$ cat config.mk
export PLATFORM = sky130hd
export DESIGN_NAME = orbit_camera_rotator_unit_flat
export DESIGN_NICKNAME = d
export VERILOG_FILES = /design/src/rtl/ocr_pkg.sv /design/src/rtl/ocr_if.sv /design/src/rtl/ocr_isqrt.sv /design/src/rtl/orbit_camera_rotator_unit.sv /design/src/flat_wrapper.sv
export SDC_FILE = /design/constraint.sdc
export NUM_CORES = 2
export LEC_CHECK = 0
export ABC_AREA = 1
export ABC_CLOCK_PERIOD_IN_PS = 13300
export BUFFER_PORTS_ARGS = -buffer_cell sky130_fd_sc_hd__buf_4
export CAP_MARGIN = 0
export CORE_MARGIN = 4
export CORE_UTILIZATION = 33
export CTS_BUF_LIST = sky130_fd_sc_hd__clkbuf_4
export CTS_CLUSTER_SIZE = 24
export DETAILED_ROUTE_END_ITERATION = 16
export SYNTH_ARGS = -nofsm -noshare
export SYNTH_HDL_FRONTEND = slang
export SYNTH_HIERARCHICAL = 1
export SYNTH_SLANG_ARGS = --single-unit
$ cat constraint.sdc
create_clock -name clock -period 13.3 [get_ports clock]
set_clock_uncertainty 0.15 [all_clocks]
set_input_delay 3.99 -clock clock [delete_from_list [all_inputs] [get_ports clock]]
set_output_delay 3.99 -clock clock [all_outputs]
set_load 0.05 [all_outputs]
$ cat src/rtl/ocr_pkg.sv
`timescale 1ns / 1ps

package ocr_pkg;

   // component format and limits
   localparam int OCR_W    = 18;
   localparam int OCR_VMAX = 131071;
   localparam int OCR_VMIN = -131072;

   localparam int OCR_COS_RESET = 60547;
   localparam int OCR_SIN_RESET = 25080;

   typedef logic signed [OCR_W-1:0] ocr_coord_type;

   // arrow codes
   localparam int OCR_DIR_W = 2;
   localparam logic [OCR_DIR_W-1:0] DIR_LEFT  = 2'd0;
   localparam logic [OCR_DIR_W-1:0] DIR_RIGHT = 2'd1;
   localparam logic [OCR_DIR_W-1:0] DIR_UP    = 2'd2;
   localparam logic [OCR_DIR_W-1:0] DIR_DOWN  = 2'd3;

   // register indexes
   localparam int OCR_CSR_IDX_W = 1;
   localparam logic [OCR_CSR_IDX_W-1:0] CSR_COS = 1'd0;
   localparam logic [OCR_CSR_IDX_W-1:0] CSR_SIN = 1'd1;

   // operand selects of the shared multiplier
   localparam int OCR_SEL_N = 16;
   localparam logic [3:0] SEL_P0  = 4'd0;
   localparam logic [3:0] SEL_P1  = 4'd1;
   localparam logic [3:0] SEL_P2  = 4'd2;
   localparam logic [3:0] SEL_A0  = 4'd3;
   localparam logic [3:0] SEL_A1  = 4'd4;
   localparam logic [3:0] SEL_A2  = 4'd5;
   localparam logic [3:0] SEL_K0  = 4'd6;
   localparam logic [3:0] SEL_K1  = 4'd7;
   localparam logic [3:0] SEL_K2  = 4'd8;
   localparam logic [3:0] SEL_D   = 4'd9;
   localparam logic [3:0] SEL_Q   = 4'd10;
   localparam logic [3:0] SEL_C   = 4'd11;
   localparam logic [3:0] SEL_S   = 4'd12;
   localparam logic [3:0] SEL_OMC = 4'd13;

   // accumulator destinations
   localparam logic [3:0] DST_NONE = 4'd0;
   localparam logic [3:0] DST_K0   = 4'd1;
   localparam logic [3:0] DST_K1   = 4'd2;
   localparam logic [3:0] DST_K2   = 4'd3;
   localparam logic [3:0] DST_D    = 4'd4;
   localparam logic [3:0] DST_Q    = 4'd5;
   localparam logic [3:0] DST_P0   = 4'd6;
   localparam logic [3:0] DST_P1   = 4'd7;
   localparam logic [3:0] DST_P2   = 4'd8;
   localparam logic [3:0] DST_N2   = 4'd9;

   // program entry points
   localparam int OCR_PC_W = 5;
   localparam logic [OCR_PC_W-1:0] PC_ROT  = 5'd0;
   localparam logic [OCR_PC_W-1:0] PC_TILT = 5'd19;

   typedef struct packed {
      logic [3:0] a_sel;
      logic [3:0] b_sel;
      logic       first;
      logic       sub;
      logic [3:0] dst;
      logic       last;
   } ocr_uop_type;

   function automatic ocr_uop_type ocr_mk(input logic [3:0] a, input logic [3:0] b,
                                          input logic first, input logic sub,
                                          input logic [3:0] dst, input logic last);
      ocr_uop_type u;
      u.a_sel = a;
      u.b_sel = b;
      u.first = first;
      u.sub   = sub;
      u.dst   = dst;
      u.last  = last;
      return u;
   endfunction

   // multiply-accumulate program: rotation of P about A, then tilt axis setup
   function automatic ocr_uop_type ocr_uop(input logic [OCR_PC_W-1:0] pc);
      ocr_uop_type u;
      unique case (pc)
         // k = a x p
         5'd0:  u = ocr_mk(SEL_A1, SEL_P2, 1'b1, 1'b0, DST_NONE, 1'b0);
         5'd1:  u = ocr_mk(SEL_A2, SEL_P1, 1'b0, 1'b1, DST_K0,   1'b0);
         5'd2:  u = ocr_mk(SEL_A2, SEL_P0, 1'b1, 1'b0, DST_NONE, 1'b0);
         5'd3:  u = ocr_mk(SEL_A0, SEL_P2, 1'b0, 1'b1, DST_K1,   1'b0);
         5'd4:  u = ocr_mk(SEL_A0, SEL_P1, 1'b1, 1'b0, DST_NONE, 1'b0);
         5'd5:  u = ocr_mk(SEL_A1, SEL_P0, 1'b0, 1'b1, DST_K2,   1'b0);
         // d = a . p, q = (1 - c) d
         5'd6:  u = ocr_mk(SEL_A0, SEL_P0, 1'b1, 1'b0, DST_NONE, 1'b0);
         5'd7:  u = ocr_mk(SEL_A1, SEL_P1, 1'b0, 1'b0, DST_NONE, 1'b0);
         5'd8:  u = ocr_mk(SEL_A2, SEL_P2, 1'b0, 1'b0, DST_D,    1'b0);
         5'd9:  u = ocr_mk(SEL_OMC, SEL_D, 1'b1, 1'b0, DST_Q,    1'b0);
         // p_i = s k_i + q a_i + c p_i
         5'd10: u = ocr_mk(SEL_S,  SEL_K0, 1'b1, 1'b0, DST_NONE, 1'b0);
         5'd11: u = ocr_mk(SEL_Q,  SEL_A0, 1'b0, 1'b0, DST_NONE, 1'b0);
         5'd12: u = ocr_mk(SEL_C,  SEL_P0, 1'b0, 1'b0, DST_P0,   1'b0);
         5'd13: u = ocr_mk(SEL_S,  SEL_K1, 1'b1, 1'b0, DST_NONE, 1'b0);
         5'd14: u = ocr_mk(SEL_Q,  SEL_A1, 1'b0, 1'b0, DST_NONE, 1'b0);
         5'd15: u = ocr_mk(SEL_C,  SEL_P1, 1'b0, 1'b0, DST_P1,   1'b0);
         5'd16: u = ocr_mk(SEL_S,  SEL_K2, 1'b1, 1'b0, DST_NONE, 1'b0);
         5'd17: u = ocr_mk(SEL_Q,  SEL_A2, 1'b0, 1'b0, DST_NONE, 1'b0);
         5'd18: u = ocr_mk(SEL_C,  SEL_P2, 1'b0, 1'b0, DST_P2,   1'b1);
         // tilt axis r = (-eye) x up, with P = eye and A = up
         5'd19: u = ocr_mk(SEL_P2, SEL_A1, 1'b1, 1'b0, DST_NONE, 1'b0);
         5'd20: u = ocr_mk(SEL_P1, SEL_A2, 1'b0, 1'b1, DST_K0,   1'b0);
         5'd21: u = ocr_mk(SEL_P0, SEL_A2, 1'b1, 1'b0, DST_NONE, 1'b0);
         5'd22: u = ocr_mk(SEL_P2, SEL_A0, 1'b0, 1'b1, DST_K1,   1'b0);
         5'd23: u = ocr_mk(SEL_P1, SEL_A0, 1'b1, 1'b0, DST_NONE, 1'b0);
         5'd24: u = ocr_mk(SEL_P0, SEL_A1, 1'b0, 1'b1, DST_K2,   1'b0);
         // squared length of r
         5'd25: u = ocr_mk(SEL_K0, SEL_K0, 1'b1, 1'b0, DST_NONE, 1'b0);
         5'd26: u = ocr_mk(SEL_K1, SEL_K1, 1'b0, 1'b0, DST_NONE, 1'b0);
         5'd27: u = ocr_mk(SEL_K2, SEL_K2, 1'b0, 1'b0, DST_N2,   1'b1);
         default: u = ocr_mk(SEL_P0, SEL_P0, 1'b1, 1'b0, DST_NONE, 1'b1);
      endcase
      return u;
   endfunction

endpackage

$ cat src/rtl/ocr_if.sv
`timescale 1ns / 1ps

// input word: one arrow press
interface ocr_req_if;
   import ocr_pkg::*;
   logic                 valid;
   logic                 ready;
   logic [OCR_DIR_W-1:0] direction;
   modport source (output valid, output direction, input ready);
   modport sink (input valid, input direction, output ready);
endinterface

// result word: camera vectors after the step
interface ocr_rsp_if;
   import ocr_pkg::*;
   logic          valid;
   logic          ready;
   ocr_coord_type eye_x;
   ocr_coord_type eye_y;
   ocr_coord_type eye_z;
   ocr_coord_type up_x;
   ocr_coord_type up_y;
   ocr_coord_type up_z;
   logic          axis_degenerate;
   modport source (output valid, output eye_x, output eye_y, output eye_z, output up_x,
                   output up_y, output up_z, output axis_degenerate, input ready);
   modport sink (input valid, input eye_x, input eye_y, input eye_z, input up_x,
                 input up_y, input up_z, input axis_degenerate, output ready);
endinterface

// register write channel
interface ocr_csr_if;
   import ocr_pkg::*;
   logic                     valid;
   logic                     ready;
   logic [OCR_CSR_IDX_W-1:0] index;
   ocr_coord_type            data;
   modport source (output valid, output index, output data, input ready);
   modport sink (input valid, input index, input data, output ready);
endinterface

$ cat src/rtl/ocr_isqrt.sv
`timescale 1ns / 1ps

// Integer square root, floor, one result bit per cycle.
module ocr_isqrt #(
   parameter int N_W = 44
) (
   input  logic                   clock,
   input  logic                   reset,
   input  logic                   start,
   input  logic [N_W-1:0]         value,
   output logic                   done,
   output logic [(N_W+1)/2-1:0]   root
);

   localparam int R_W = (N_W + 1) / 2;
   localparam logic [N_W-1:0] BIT_TOP = N_W'(1) << (2 * (R_W - 1));

   logic [N_W-1:0] rem_ff;
   logic [N_W-1:0] res_ff;
   logic [N_W-1:0] bit_ff;
   logic           busy_ff;
   logic           done_ff;
   logic [N_W:0]   trial;
   logic           fits;

   // trial subtrahend for this bit
   assign trial = {1'b0, res_ff} + {1'b0, bit_ff};
   assign fits  = {1'b0, rem_ff} >= trial;

   always_ff @(posedge clock) begin
      if (reset) begin
         busy_ff <= 1'b0;
         done_ff <= 1'b0;
      end else begin
         done_ff <= busy_ff && bit_ff[0];
         if (start) begin
            rem_ff  <= value;
            res_ff  <= '0;
            bit_ff  <= BIT_TOP;
            busy_ff <= 1'b1;
         end else if (busy_ff) begin
            if (fits) begin
               rem_ff <= rem_ff - trial[N_W-1:0];
               res_ff <= (res_ff >> 1) + bit_ff;
            end else begin
               res_ff <= res_ff >> 1;
            end
            bit_ff <= bit_ff >> 2;
            if (bit_ff[0]) begin
               busy_ff <= 1'b0;
            end
         end
      end
   end

   assign done = done_ff;
   assign root = res_ff[R_W-1:0];

endmodule

$ cat src/rtl/orbit_camera_rotator_unit.sv
`timescale 1ns / 1ps

// Orbit camera rotator. Holds the eye and up vectors (signed, FRAC_BITS fraction
// bits, reset to (0,0,1) and (0,1,0)) and turns them by the step angle whose cosine
// and sine sit in registers 0 and 1. Left/right turn the eye about up; up/down turn
// eye and up about the normalized (-eye) x up, flagging axis_degenerate and keeping
// the state when that axis is zero. All arithmetic runs on one multiply-accumulate
// unit stepped by a small program, plus a bit-serial square root and divider, and
// the block takes one press at a time. A degenerate axis ends the press right after
// the root. A finished word waits in the output register while the next press is
// already taken.
module orbit_camera_rotator_unit #(
   parameter int FRAC_BITS = 16
) (
   input logic         clock,
   input logic         reset,
   ocr_req_if.sink     req_ch,
   ocr_rsp_if.source   rsp_ch,
   ocr_csr_if.sink     csr_ch
);

   import ocr_pkg::*;

   localparam int W     = OCR_W;
   localparam int F     = FRAC_BITS;
   localparam int RW    = 2 * W + 1 - F;
   localparam int OMC_W = ((F > W - 1) ? F : W - 1) + 3;
   localparam int QV_W  = RW + OMC_W - F + 1;
   localparam int MW0   = (QV_W > OMC_W) ? QV_W : OMC_W;
   localparam int MW    = (MW0 > W + 1) ? MW0 : W + 1;
   localparam int ACC_W = 2 * MW + 2;
   localparam int N2_W  = 2 * RW + 2;
   localparam int LEN_W = (N2_W + 1) / 2;
   localparam int QB    = F + 3;
   localparam int DV_W  = LEN_W + QB + 1;
   localparam int CNT_W = $clog2(QB);
   localparam int DQ_W  = (QB + 2 > W) ? QB + 2 : W;

   localparam logic signed [W-1:0]     ONE_SAT = (F >= W - 1) ? W'(OCR_VMAX) : W'(1 << F);
   localparam logic signed [MW-1:0]    ONE_M   = MW'(1) << F;
   localparam logic signed [ACC_W-1:0] HALF_A  = ACC_W'(1) << (F - 1);
   localparam logic signed [ACC_W-1:0] VMAX_A  = ACC_W'(OCR_VMAX);
   localparam logic signed [ACC_W-1:0] VMIN_A  = ACC_W'(OCR_VMIN);
   localparam logic signed [DQ_W-1:0]  VMAX_D  = DQ_W'(OCR_VMAX);
   localparam logic signed [DQ_W-1:0]  VMIN_D  = DQ_W'(OCR_VMIN);

   localparam logic [2:0] ST_IDLE  = 3'd0;
   localparam logic [2:0] ST_MUL   = 3'd1;
   localparam logic [2:0] ST_ACC   = 3'd2;
   localparam logic [2:0] ST_SQRT  = 3'd3;
   localparam logic [2:0] ST_DLOAD = 3'd4;
   localparam logic [2:0] ST_DIV   = 3'd5;
   localparam logic [2:0] ST_DONE  = 3'd6;

   logic [2:0]                state_ff, state_in;
   logic [OCR_PC_W-1:0]       pc_ff;
   logic                      tilt_ff;
   logic                      tgt_up_ff;
   logic                      axis_x_ff;
   logic                      degen_ff;
   logic                      rsp_valid_ff;

   logic signed [W-1:0]       cos_ff, sin_ff;
   logic signed [W-1:0]       eye_ff [3];
   logic signed [W-1:0]       up_ff [3];
   logic signed [W-1:0]       ax_ff [3];
   logic signed [MW-1:0]      k_ff [3];
   logic signed [MW-1:0]      d_ff, q_ff, s_ff, omc_ff;
   logic signed [2*MW-1:0]    prod_ff;
   logic signed [ACC_W-1:0]   acc_ff;

   logic [LEN_W-1:0]          len_ff;
   logic [DV_W-1:0]           rem_ff, den_ff;
   logic [QB-1:0]             quo_ff;
   logic [CNT_W-1:0]          cnt_ff;
   logic [1:0]                div_idx_ff;

   logic signed [W-1:0]       rsp_eye_ff [3];
   logic signed [W-1:0]       rsp_up_ff [3];
   logic                      rsp_degen_ff;

   ocr_uop_type               uop;
   logic signed [W-1:0]       pv [3];
   logic signed [W-1:0]       av [3];
   logic signed [MW-1:0]      opnd [OCR_SEL_N];
   logic signed [MW-1:0]      opa, opb;
   logic signed [ACC_W-1:0]   acc_base, prod_ext, acc_sum, rnd_val;
   logic signed [W-1:0]       sat_val;
   logic                      req_acc, csr_acc, rsp_free;
   logic                      is_tilt, is_neg;
   logic                      isq_start, isq_done;
   logic [LEN_W-1:0]          isq_root;
   logic                      dv_ge;
   logic [QB-1:0]             quo_in;
   logic signed [MW-1:0]      kdiv;
   logic                      kneg;
   logic [MW-1:0]             kmag;
   logic signed [DQ_W-1:0]    qs;
   logic signed [W-1:0]       ax_val;

   assign req_acc  = req_ch.valid && req_ch.ready;
   assign csr_acc  = csr_ch.valid && csr_ch.ready;
   assign rsp_free = !rsp_valid_ff || rsp_ch.ready;
   assign is_tilt  = (req_ch.direction == DIR_UP) || (req_ch.direction == DIR_DOWN);
   assign is_neg   = (req_ch.direction == DIR_RIGHT) || (req_ch.direction == DIR_DOWN);
   assign uop      = ocr_uop(pc_ff);

   // operand vectors: P is the vector being turned, A the axis
   always_comb begin
      for (int i = 0; i < 3; i++) begin
         pv[i] = tgt_up_ff ? up_ff[i] : eye_ff[i];
         av[i] = axis_x_ff ? ax_ff[i] : up_ff[i];
      end
   end

   // multiplier operand mux
   always_comb begin
      for (int i = 0; i < OCR_SEL_N; i++) begin
         opnd[i] = '0;
      end
      opnd[SEL_P0]  = MW'(pv[0]);
      opnd[SEL_P1]  = MW'(pv[1]);
      opnd[SEL_P2]  = MW'(pv[2]);
      opnd[SEL_A0]  = MW'(av[0]);
      opnd[SEL_A1]  = MW'(av[1]);
      opnd[SEL_A2]  = MW'(av[2]);
      opnd[SEL_K0]  = k_ff[0];
      opnd[SEL_K1]  = k_ff[1];
      opnd[SEL_K2]  = k_ff[2];
      opnd[SEL_D]   = d_ff;
      opnd[SEL_Q]   = q_ff;
      opnd[SEL_C]   = MW'(cos_ff);
      opnd[SEL_S]   = s_ff;
      opnd[SEL_OMC] = omc_ff;
   end

   assign opa = opnd[uop.a_sel];
   assign opb = opnd[uop.b_sel];

   // accumulate, round to nearest (ties up), saturate
   always_comb begin
      acc_base = uop.first ? '0 : acc_ff;
      prod_ext = ACC_W'(prod_ff);
      acc_sum  = uop.sub ? (acc_base - prod_ext) : (acc_base + prod_ext);
      rnd_val  = (acc_sum + HALF_A) >>> F;
      if (rnd_val > VMAX_A) begin
         sat_val = W'(OCR_VMAX);
      end else if (rnd_val < VMIN_A) begin
         sat_val = W'(OCR_VMIN);
      end else begin
         sat_val = rnd_val[W-1:0];
      end
   end

   // square root of the tilt axis length squared
   assign isq_start = (state_ff == ST_ACC) && uop.last && (uop.dst == DST_N2);

   ocr_isqrt #(
      .N_W (N2_W)
   ) u_isqrt (
      .clock (clock),
      .reset (reset),
      .start (isq_start),
      .value (acc_sum[N2_W-1:0]),
      .done  (isq_done),
      .root  (isq_root)
   );

   // restoring divide step and axis component
   always_comb begin
      dv_ge  = rem_ff >= den_ff;
      quo_in = {quo_ff[QB-2:0], dv_ge};
      kdiv   = k_ff[div_idx_ff];
      kneg   = kdiv[MW-1];
      kmag   = kneg ? -kdiv : kdiv;
      qs     = kneg ? -signed'(DQ_W'(quo_in)) : signed'(DQ_W'(quo_in));
      if (qs > VMAX_D) begin
         ax_val = W'(OCR_VMAX);
      end else if (qs < VMIN_D) begin
         ax_val = W'(OCR_VMIN);
      end else begin
         ax_val = qs[W-1:0];
      end
   end

   // sequencer
   always_comb begin
      state_in = state_ff;
      unique case (state_ff)
         ST_IDLE: begin
            if (req_acc) state_in = ST_MUL;
         end
         ST_MUL: state_in = ST_ACC;
         ST_ACC: begin
            if (!uop.last) begin
               state_in = ST_MUL;
            end else if (uop.dst == DST_N2) begin
               state_in = ST_SQRT;
            end else if (tilt_ff && !tgt_up_ff) begin
               state_in = ST_MUL;
            end else begin
               state_in = ST_DONE;
            end
         end
         ST_SQRT: begin
            if (isq_done) state_in = (isq_root == '0) ? ST_DONE : ST_DLOAD;
         end
         ST_DLOAD: state_in = ST_DIV;
         ST_DIV: begin
            if (cnt_ff == CNT_W'(QB - 1)) state_in = (div_idx_ff == 2'd2) ? ST_MUL : ST_DLOAD;
         end
         ST_DONE: begin
            if (rsp_free) state_in = ST_IDLE;
         end
         default: state_in = ST_IDLE;
      endcase
   end

   always_ff @(posedge clock) begin
      if (reset) begin
         state_ff     <= ST_IDLE;
         rsp_valid_ff <= 1'b0;
         cos_ff       <= W'(OCR_COS_RESET);
         sin_ff       <= W'(OCR_SIN_RESET);
         eye_ff[0]    <= '0;
         eye_ff[1]    <= '0;
         eye_ff[2]    <= ONE_SAT;
         up_ff[0]     <= '0;
         up_ff[1]     <= ONE_SAT;
         up_ff[2]     <= '0;
      end else begin
         state_ff <= state_in;

         // register writes
         if (csr_acc) begin
            unique case (csr_ch.index)
               CSR_COS: cos_ff <= csr_ch.data;
               CSR_SIN: sin_ff <= csr_ch.data;
               default: ;
            endcase
         end

         // word taken and no new word loaded behind it
         if (rsp_ch.valid && rsp_ch.ready && (state_ff != ST_DONE)) rsp_valid_ff <= 1'b0;

         unique case (state_ff)
            ST_IDLE: begin
               if (req_acc) begin
                  pc_ff     <= is_tilt ? PC_TILT : PC_ROT;
                  tilt_ff   <= is_tilt;
                  tgt_up_ff <= 1'b0;
                  axis_x_ff <= 1'b0;
                  degen_ff  <= 1'b0;
                  s_ff      <= is_neg ? -MW'(sin_ff) : MW'(sin_ff);
                  omc_ff    <= ONE_M - MW'(cos_ff);
               end
            end
            ST_MUL: begin
               prod_ff <= opa * opb;
            end
            ST_ACC: begin
               acc_ff <= acc_sum;
               unique case (uop.dst)
                  DST_K0: k_ff[0] <= rnd_val[MW-1:0];
                  DST_K1: k_ff[1] <= rnd_val[MW-1:0];
                  DST_K2: k_ff[2] <= rnd_val[MW-1:0];
                  DST_D:  d_ff    <= rnd_val[MW-1:0];
                  DST_Q:  q_ff    <= rnd_val[MW-1:0];
                  DST_P0: if (tgt_up_ff) up_ff[0] <= sat_val; else eye_ff[0] <= sat_val;
                  DST_P1: if (tgt_up_ff) up_ff[1] <= sat_val; else eye_ff[1] <= sat_val;
                  DST_P2: if (tgt_up_ff) up_ff[2] <= sat_val; else eye_ff[2] <= sat_val;
                  default: ;
               endcase
               if (!uop.last) begin
                  pc_ff <= pc_ff + 1'b1;
               end else if ((uop.dst != DST_N2) && tilt_ff && !tgt_up_ff) begin
                  // eye done, now turn up about the same axis
                  tgt_up_ff <= 1'b1;
                  pc_ff     <= PC_ROT;
               end
            end
            ST_SQRT: begin
               div_idx_ff <= 2'd0;
               if (isq_done) begin
                  len_ff <= isq_root;
                  if (isq_root == '0) degen_ff <= 1'b1;
               end
            end
            ST_DLOAD: begin
               rem_ff <= (DV_W'(kmag) << F) + DV_W'(len_ff >> 1);
               den_ff <= DV_W'(len_ff) << (QB - 1);
               quo_ff <= '0;
               cnt_ff <= '0;
            end
            ST_DIV: begin
               if (dv_ge) rem_ff <= rem_ff - den_ff;
               den_ff <= den_ff >> 1;
               quo_ff <= quo_in;
               cnt_ff <= cnt_ff + 1'b1;
               if (cnt_ff == CNT_W'(QB - 1)) begin
                  ax_ff[div_idx_ff] <= ax_val;
                  if (div_idx_ff == 2'd2) begin
                     axis_x_ff <= 1'b1;
                     tgt_up_ff <= 1'b0;
                     pc_ff     <= PC_ROT;
                  end else begin
                     div_idx_ff <= div_idx_ff + 1'b1;
                  end
               end
            end
            ST_DONE: begin
               if (rsp_free) begin
                  rsp_valid_ff <= 1'b1;
                  rsp_degen_ff <= degen_ff;
                  for (int i = 0; i < 3; i++) begin
                     rsp_eye_ff[i] <= eye_ff[i];
                     rsp_up_ff[i]  <= up_ff[i];
                  end
               end
            end
            default: ;
         endcase
      end
   end

   // ports
   assign req_ch.ready           = (state_ff == ST_IDLE);
   assign csr_ch.ready           = 1'b1;
   assign rsp_ch.valid           = rsp_valid_ff;
   assign rsp_ch.eye_x           = rsp_eye_ff[0];
   assign rsp_ch.eye_y           = rsp_eye_ff[1];
   assign rsp_ch.eye_z           = rsp_eye_ff[2];
   assign rsp_ch.up_x            = rsp_up_ff[0];
   assign rsp_ch.up_y            = rsp_up_ff[1];
   assign rsp_ch.up_z            = rsp_up_ff[2];
   assign rsp_ch.axis_degenerate = rsp_degen_ff;

   // checks
   a_div_len_nonzero: assert property (@(posedge clock) disable iff (reset)
      (state_ff == ST_DIV) |-> (len_ff != '0))
      else $error("divide running with zero axis length");

   a_turn_not_degen: assert property (@(posedge clock) disable iff (reset)
      ((state_ff == ST_DONE) && !tilt_ff) |-> !degen_ff)
      else $error("left/right word flagged degenerate");

   a_root_done_waited: assert property (@(posedge clock) disable iff (reset)
      isq_done |-> (state_ff == ST_SQRT))
      else $error("root finished outside its wait state");

   a_rsp_from_done: assert property (@(posedge clock) disable iff (reset)
      $rose(rsp_valid_ff) |-> ($past(state_ff) == ST_DONE))
      else $error("result word raised outside completion");

endmodule
$ cat src/flat_wrapper.sv
// flat-port wrapper written by rule: the top's interface ports become plain ports
module orbit_camera_rotator_unit_flat import ocr_pkg::*;
#(
   parameter int FRAC_BITS = 16
)
  (clock, reset, req_ch_valid, req_ch_direction, req_ch_ready, rsp_ch_valid, rsp_ch_eye_x, rsp_ch_eye_y, rsp_ch_eye_z, rsp_ch_up_x, rsp_ch_up_y, rsp_ch_up_z, rsp_ch_axis_degenerate, rsp_ch_ready, csr_ch_valid, csr_ch_index, csr_ch_data, csr_ch_ready);
  ocr_req_if req_ch_i ();
  ocr_rsp_if rsp_ch_i ();
  ocr_csr_if csr_ch_i ();
  input logic clock;
  input logic reset;
  input wire logic [$bits(req_ch_i.valid)-1:0] req_ch_valid;
  input wire logic [$bits(req_ch_i.direction)-1:0] req_ch_direction;
  output wire logic [$bits(req_ch_i.ready)-1:0] req_ch_ready;
  output wire logic [$bits(rsp_ch_i.valid)-1:0] rsp_ch_valid;
  output wire logic [$bits(rsp_ch_i.eye_x)-1:0] rsp_ch_eye_x;
  output wire logic [$bits(rsp_ch_i.eye_y)-1:0] rsp_ch_eye_y;
  output wire logic [$bits(rsp_ch_i.eye_z)-1:0] rsp_ch_eye_z;
  output wire logic [$bits(rsp_ch_i.up_x)-1:0] rsp_ch_up_x;
  output wire logic [$bits(rsp_ch_i.up_y)-1:0] rsp_ch_up_y;
  output wire logic [$bits(rsp_ch_i.up_z)-1:0] rsp_ch_up_z;
  output wire logic [$bits(rsp_ch_i.axis_degenerate)-1:0] rsp_ch_axis_degenerate;
  input wire logic [$bits(rsp_ch_i.ready)-1:0] rsp_ch_ready;
  input wire logic [$bits(csr_ch_i.valid)-1:0] csr_ch_valid;
  input wire logic [$bits(csr_ch_i.index)-1:0] csr_ch_index;
  input wire logic [$bits(csr_ch_i.data)-1:0] csr_ch_data;
  output wire logic [$bits(csr_ch_i.ready)-1:0] csr_ch_ready;
  assign req_ch_i.valid = req_ch_valid;
  assign req_ch_i.direction = req_ch_direction;
  assign req_ch_ready = req_ch_i.ready;
  assign rsp_ch_valid = rsp_ch_i.valid;
  assign rsp_ch_eye_x = rsp_ch_i.eye_x;
  assign rsp_ch_eye_y = rsp_ch_i.eye_y;
  assign rsp_ch_eye_z = rsp_ch_i.eye_z;
  assign rsp_ch_up_x = rsp_ch_i.up_x;
  assign rsp_ch_up_y = rsp_ch_i.up_y;
  assign rsp_ch_up_z = rsp_ch_i.up_z;
  assign rsp_ch_axis_degenerate = rsp_ch_i.axis_degenerate;
  assign rsp_ch_i.ready = rsp_ch_ready;
  assign csr_ch_i.valid = csr_ch_valid;
  assign csr_ch_i.index = csr_ch_index;
  assign csr_ch_i.data = csr_ch_data;
  assign csr_ch_ready = csr_ch_i.ready;
  orbit_camera_rotator_unit #(.FRAC_BITS(FRAC_BITS)) u_core (.clock(clock), .reset(reset), .req_ch(req_ch_i), .rsp_ch(rsp_ch_i), .csr_ch(csr_ch_i));
endmodule
==> results summary <==
In this run, post-CTS hold repair placed 0 buffers. The sort of element at the start of the critical path is a flip-flop. The final standard cell utilization of the core came out at between 30% and 40%. The CTS sink count came out at 859.

The slew of the pin with the lowest slew margin is between 1 and 1.5 ns. The required time at the endpoint of the critical path came out at around 14 ns. The average wire per standard cell came out at roughly 20 microns.

Yosys mapped a number of flops with a built-in enable equal to 800. In this run the clock root is driven by a clkbuf_4. The total number of nets in the final design is 11500.

The fraction of met1 tracks used by global routing came out at roughly 29%. After detailed routing, the number of remaining DRC violations is 0. The number of filler cells placed in the layout came out at approximately 26000. The slack of the worst reg-to-reg path came out at a little under 2 ns. The area of the core is between 200000 and 250000 sq um. The most used flip-flop cell after synthesis is edfxtp_1.

Sorting the synthesized cells by area gives the leading types as edfxtp_1, fa_1, nand2_1. The number of post-CTS setup repair buffers came out at 0. The footprint of the multi-input gates is ~48000 sq um.

The proportion of synthesized chip area in sequential cells came out at 30.8%. The endpoint of the lowest-slack register-to-register path is u_core/prod_ff[46]. The floorplan row count came out at roughly 180. The type of the worst setup path is reg -> reg. Counting I/O delays and the setup requirement, the final critical path takes 11.37 ns. The post-detailed-placement half-perimeter wirelength came out at 224000 microns. The distinct cell type count of the synthesized netlist came out at slightly below 70. The CTS tree is yes. The number of maximum-capacitance violations came out at 0.

The final critical-path share of the clock period is 85.5%. The detailed router finished its first iteration with about 7300 violations. The headroom to the max-slew limit is approximately 3.3%. The run finished with clean final reports. The instance count along the most critical hold path came out at 2.

The maximum root-to-sink buffer count came out at 3. In this design, the stage delay of the slowest critical-path cell is 0.92 ns. Detailed routing inserted a total of around 71000 vias. The remaining global-route overflow is 0.

met2 is the most crowded layer. The final antenna-violating net count came out at 0. The die covers approximately 260000 sq um. By count the netlist is led by nand2_1, inv_1, nor2_1.

The global routing usage summed across all routing layers is between 20% and 30%. In the routed layout, each cell is associated on average with a via count of just over 5. The die outline width is 506 microns.

In this run the vertical extent of the chip is about 500 microns. For this run, global-route usage on met2 was measured as 34.3%. The share of post-route cells with drive strength above 1 is under 10%.

The upper clock frequency limit is around 88 MHz. The worst hold path begins at u_core/u_isqrt/busy_ff. The mapped netlist covers a little over 80000 sq um. The dominant cell type by count on the critical path is fa_1. The number of cells on the worst reg-to-reg path came out at 29. Synthesis produced a netlist with a net count of between 10000 and 15000. The number of global-route vias before repair was ~68000.

The biggest area contributor in the post-synthesis netlist is edfxtp_1. The CTS buffer count is between 200 and 250. The tightest min-delay check is of the reg -> reg type. The number of top-level pins came out at 138. For this configuration, the core starts out at a cell density of 33.2%.

The synthesized design devotes to its leading area cell type 29.4% of total area. The register cell area after layout is approximately 25000 sq um. The detailed-route wire length is about 280000 microns.

For hold timing, the worst endpoint is u_core/u_isqrt/done. Entering global routing, the biggest net connects about 120 pins. The maximum fanout count along the critical path came out at between 50 and 60. Before antenna repair, the detailed router went through 6 iterations. The final number of hold-violating endpoints is 0.

The synthesized flop and latch total is about 860. The H-tree was split into 4 levels. The number of antenna violations at the first check in global routing is 5. The startpoint identified for the worst register-to-register timing path is u_core/tgt_up_ff.

Setup repair after global routing left no endpoint under its margin. The first global-routing pass estimated between 400000 and 500000 microns of wire. The final max-slew violation count is 0. Setup total negative slack on the finished layout was measured at 0 ns. Dividing the synthesized area by the synthesized cell count gives roughly 8.0 sq um.

The data arrival time at the worst-slack endpoint came out at 12.18 ns. In this run the tool buffered the top-level ports with ~140 buffer cells. Among all cell types in the netlist, the one instantiated most often is nand2_1. The slowest stage of the critical path belongs to the cell a31oi_1. Of all flip-flops after synthesis, the portion carrying an async set or reset was 0%.

The clock latency reported for the late side of the worst-skew pair is 1.29 ns. The number of standard cells after synthesis is about 10000. The global-route met3 utilization came out at just over 4%. The post-CTS clock slew at the launch and capture registers of the worst setup and hold paths is approximately 0.070 ns.

The synthesis warning total came out at 6. The number of endpoints failing setup at the final stage is 0. The quantity of gates resized following cts is 0. The type of destination of the critical path is a flip-flop. The layout-stage area growth over the synthesis result came out at 9.64%. The routability congestion estimate is approximately 1.
==> worst max path at each step <==
stage                      from                 endpoint  slack [ns]  cells past startpoint
2_1_floorplan             reset  u_core/rsp_eye_ff[0][0]        0.94                      2
3_3_place_gp   u_core/axis_x_ff       u_core/prod_ff[46]        1.79                     31
3_5_place_dp   u_core/tgt_up_ff       u_core/prod_ff[46]        2.18                     29
4_1_cts        u_core/tgt_up_ff       u_core/prod_ff[46]        2.12                     29
5_1_grt        u_core/axis_x_ff       u_core/prod_ff[45]        1.61                     32
6_report       u_core/tgt_up_ff       u_core/prod_ff[46]        1.93                     29
==> final cells by class <==
class | instances | share of cell area [%]
inverter | 1926 | 8.08
sequential | 859 | 28.1
multi-input combinational | 7120 | 53.6
clock inverter | 108 | 0.857
clock buffer | 299 | 2.50
antenna | 9 | 0.0251
timing repair buffer | 254 | 2.17
tap | 3312 | 4.62
==> stage by stage <==
stage	worst slack, ns	cell area [sq um]	cells	hold slack (ns)
after global routing	1.61	89600	13900	0.311
after detailed placement	2.18	86600	13500	0.277
after floorplan	0.940	81700	10300	0.250
after global placement	1.79	86600	13500	0.281
final	1.93	89600	13900	0.293
after CTS	2.12	89600	13900	0.294
==> worst max-delay path, delay by kind of cell, from the launching register on <==
kind / cells / cell delay [ns]
flip-flops: 1 / 0.57
AND/OR/NAND/NOR: 5 / 0.76
XOR/XNOR: 1 / 0.10
AO/OA/AOI/OAI: 9 / 3.17
adder cells (fa/ha/maj): 8 / 4.15
buffers and inverters: 6 / 2.06
==> per-layer routing <==
layer / share of wire, % / vias up
met5: 0.015 / -
met2: 45 / 3306
met4: 5.8 / 6
met3: 8.3 / 650
li1: - / 33100
met1: 41 / 33800
==> placed cells by master, fill, tap and decap left out, drive strengths merged, types with 12 or more instances in the layout <==
master  Yosys  final
a21boi     18     18
a21o       17     17
a21oi     527    527
a31oi      59     59
a32o       17     17
a32oi      15     15
buf        88    254
clkbuf    264    299
clkinv     29    120
dfxtp      59     59
edfxtp    800    800
fa        714    714
ha        352    352
inv      1897   1907
mux2i      60     60
nand2    2416   2416
nand3     380    380
nand4     111    111
nor2     1050   1050
nor3       84     84
nor4       26     26
o211ai     93     93
o21a       14     14
o21ai     649    649
o21bai     20     20
o22ai      23     23
o311ai     20     20
o31ai      12     12
or2        38     38
xnor2     131    131
xor2      204    204
==> registers in the layout, indices dropped and copies added (netlist names), 42 cells and up, named ones only <==
signal                 flops
u_core/acc_ff             54
u_core/up_ff              54
u_core/rem_ff             42
u_core/rsp_eye_ff         54
u_core/eye_ff             54
u_core/rsp_up_ff          54
u_core/u_isqrt/rem_ff     44
u_core/ax_ff              54
u_core/prod_ff            52
u_core/u_isqrt/res_ff     44
u_core/k_ff               78
==> cells by family after synthesis <==
kind of cell	synth area share [%]
simple gates	20.8
buf+inv	10.7
compound gates	10.4
fa+ha+maj	22.9
flops	30.8
xor+xnor	3.62
mux	0.735
other cells	0.00459
Power is left out: the tool's default activity adds up to more than one toggle a clock period on the data nets, which glitch-free logic cannot reach.
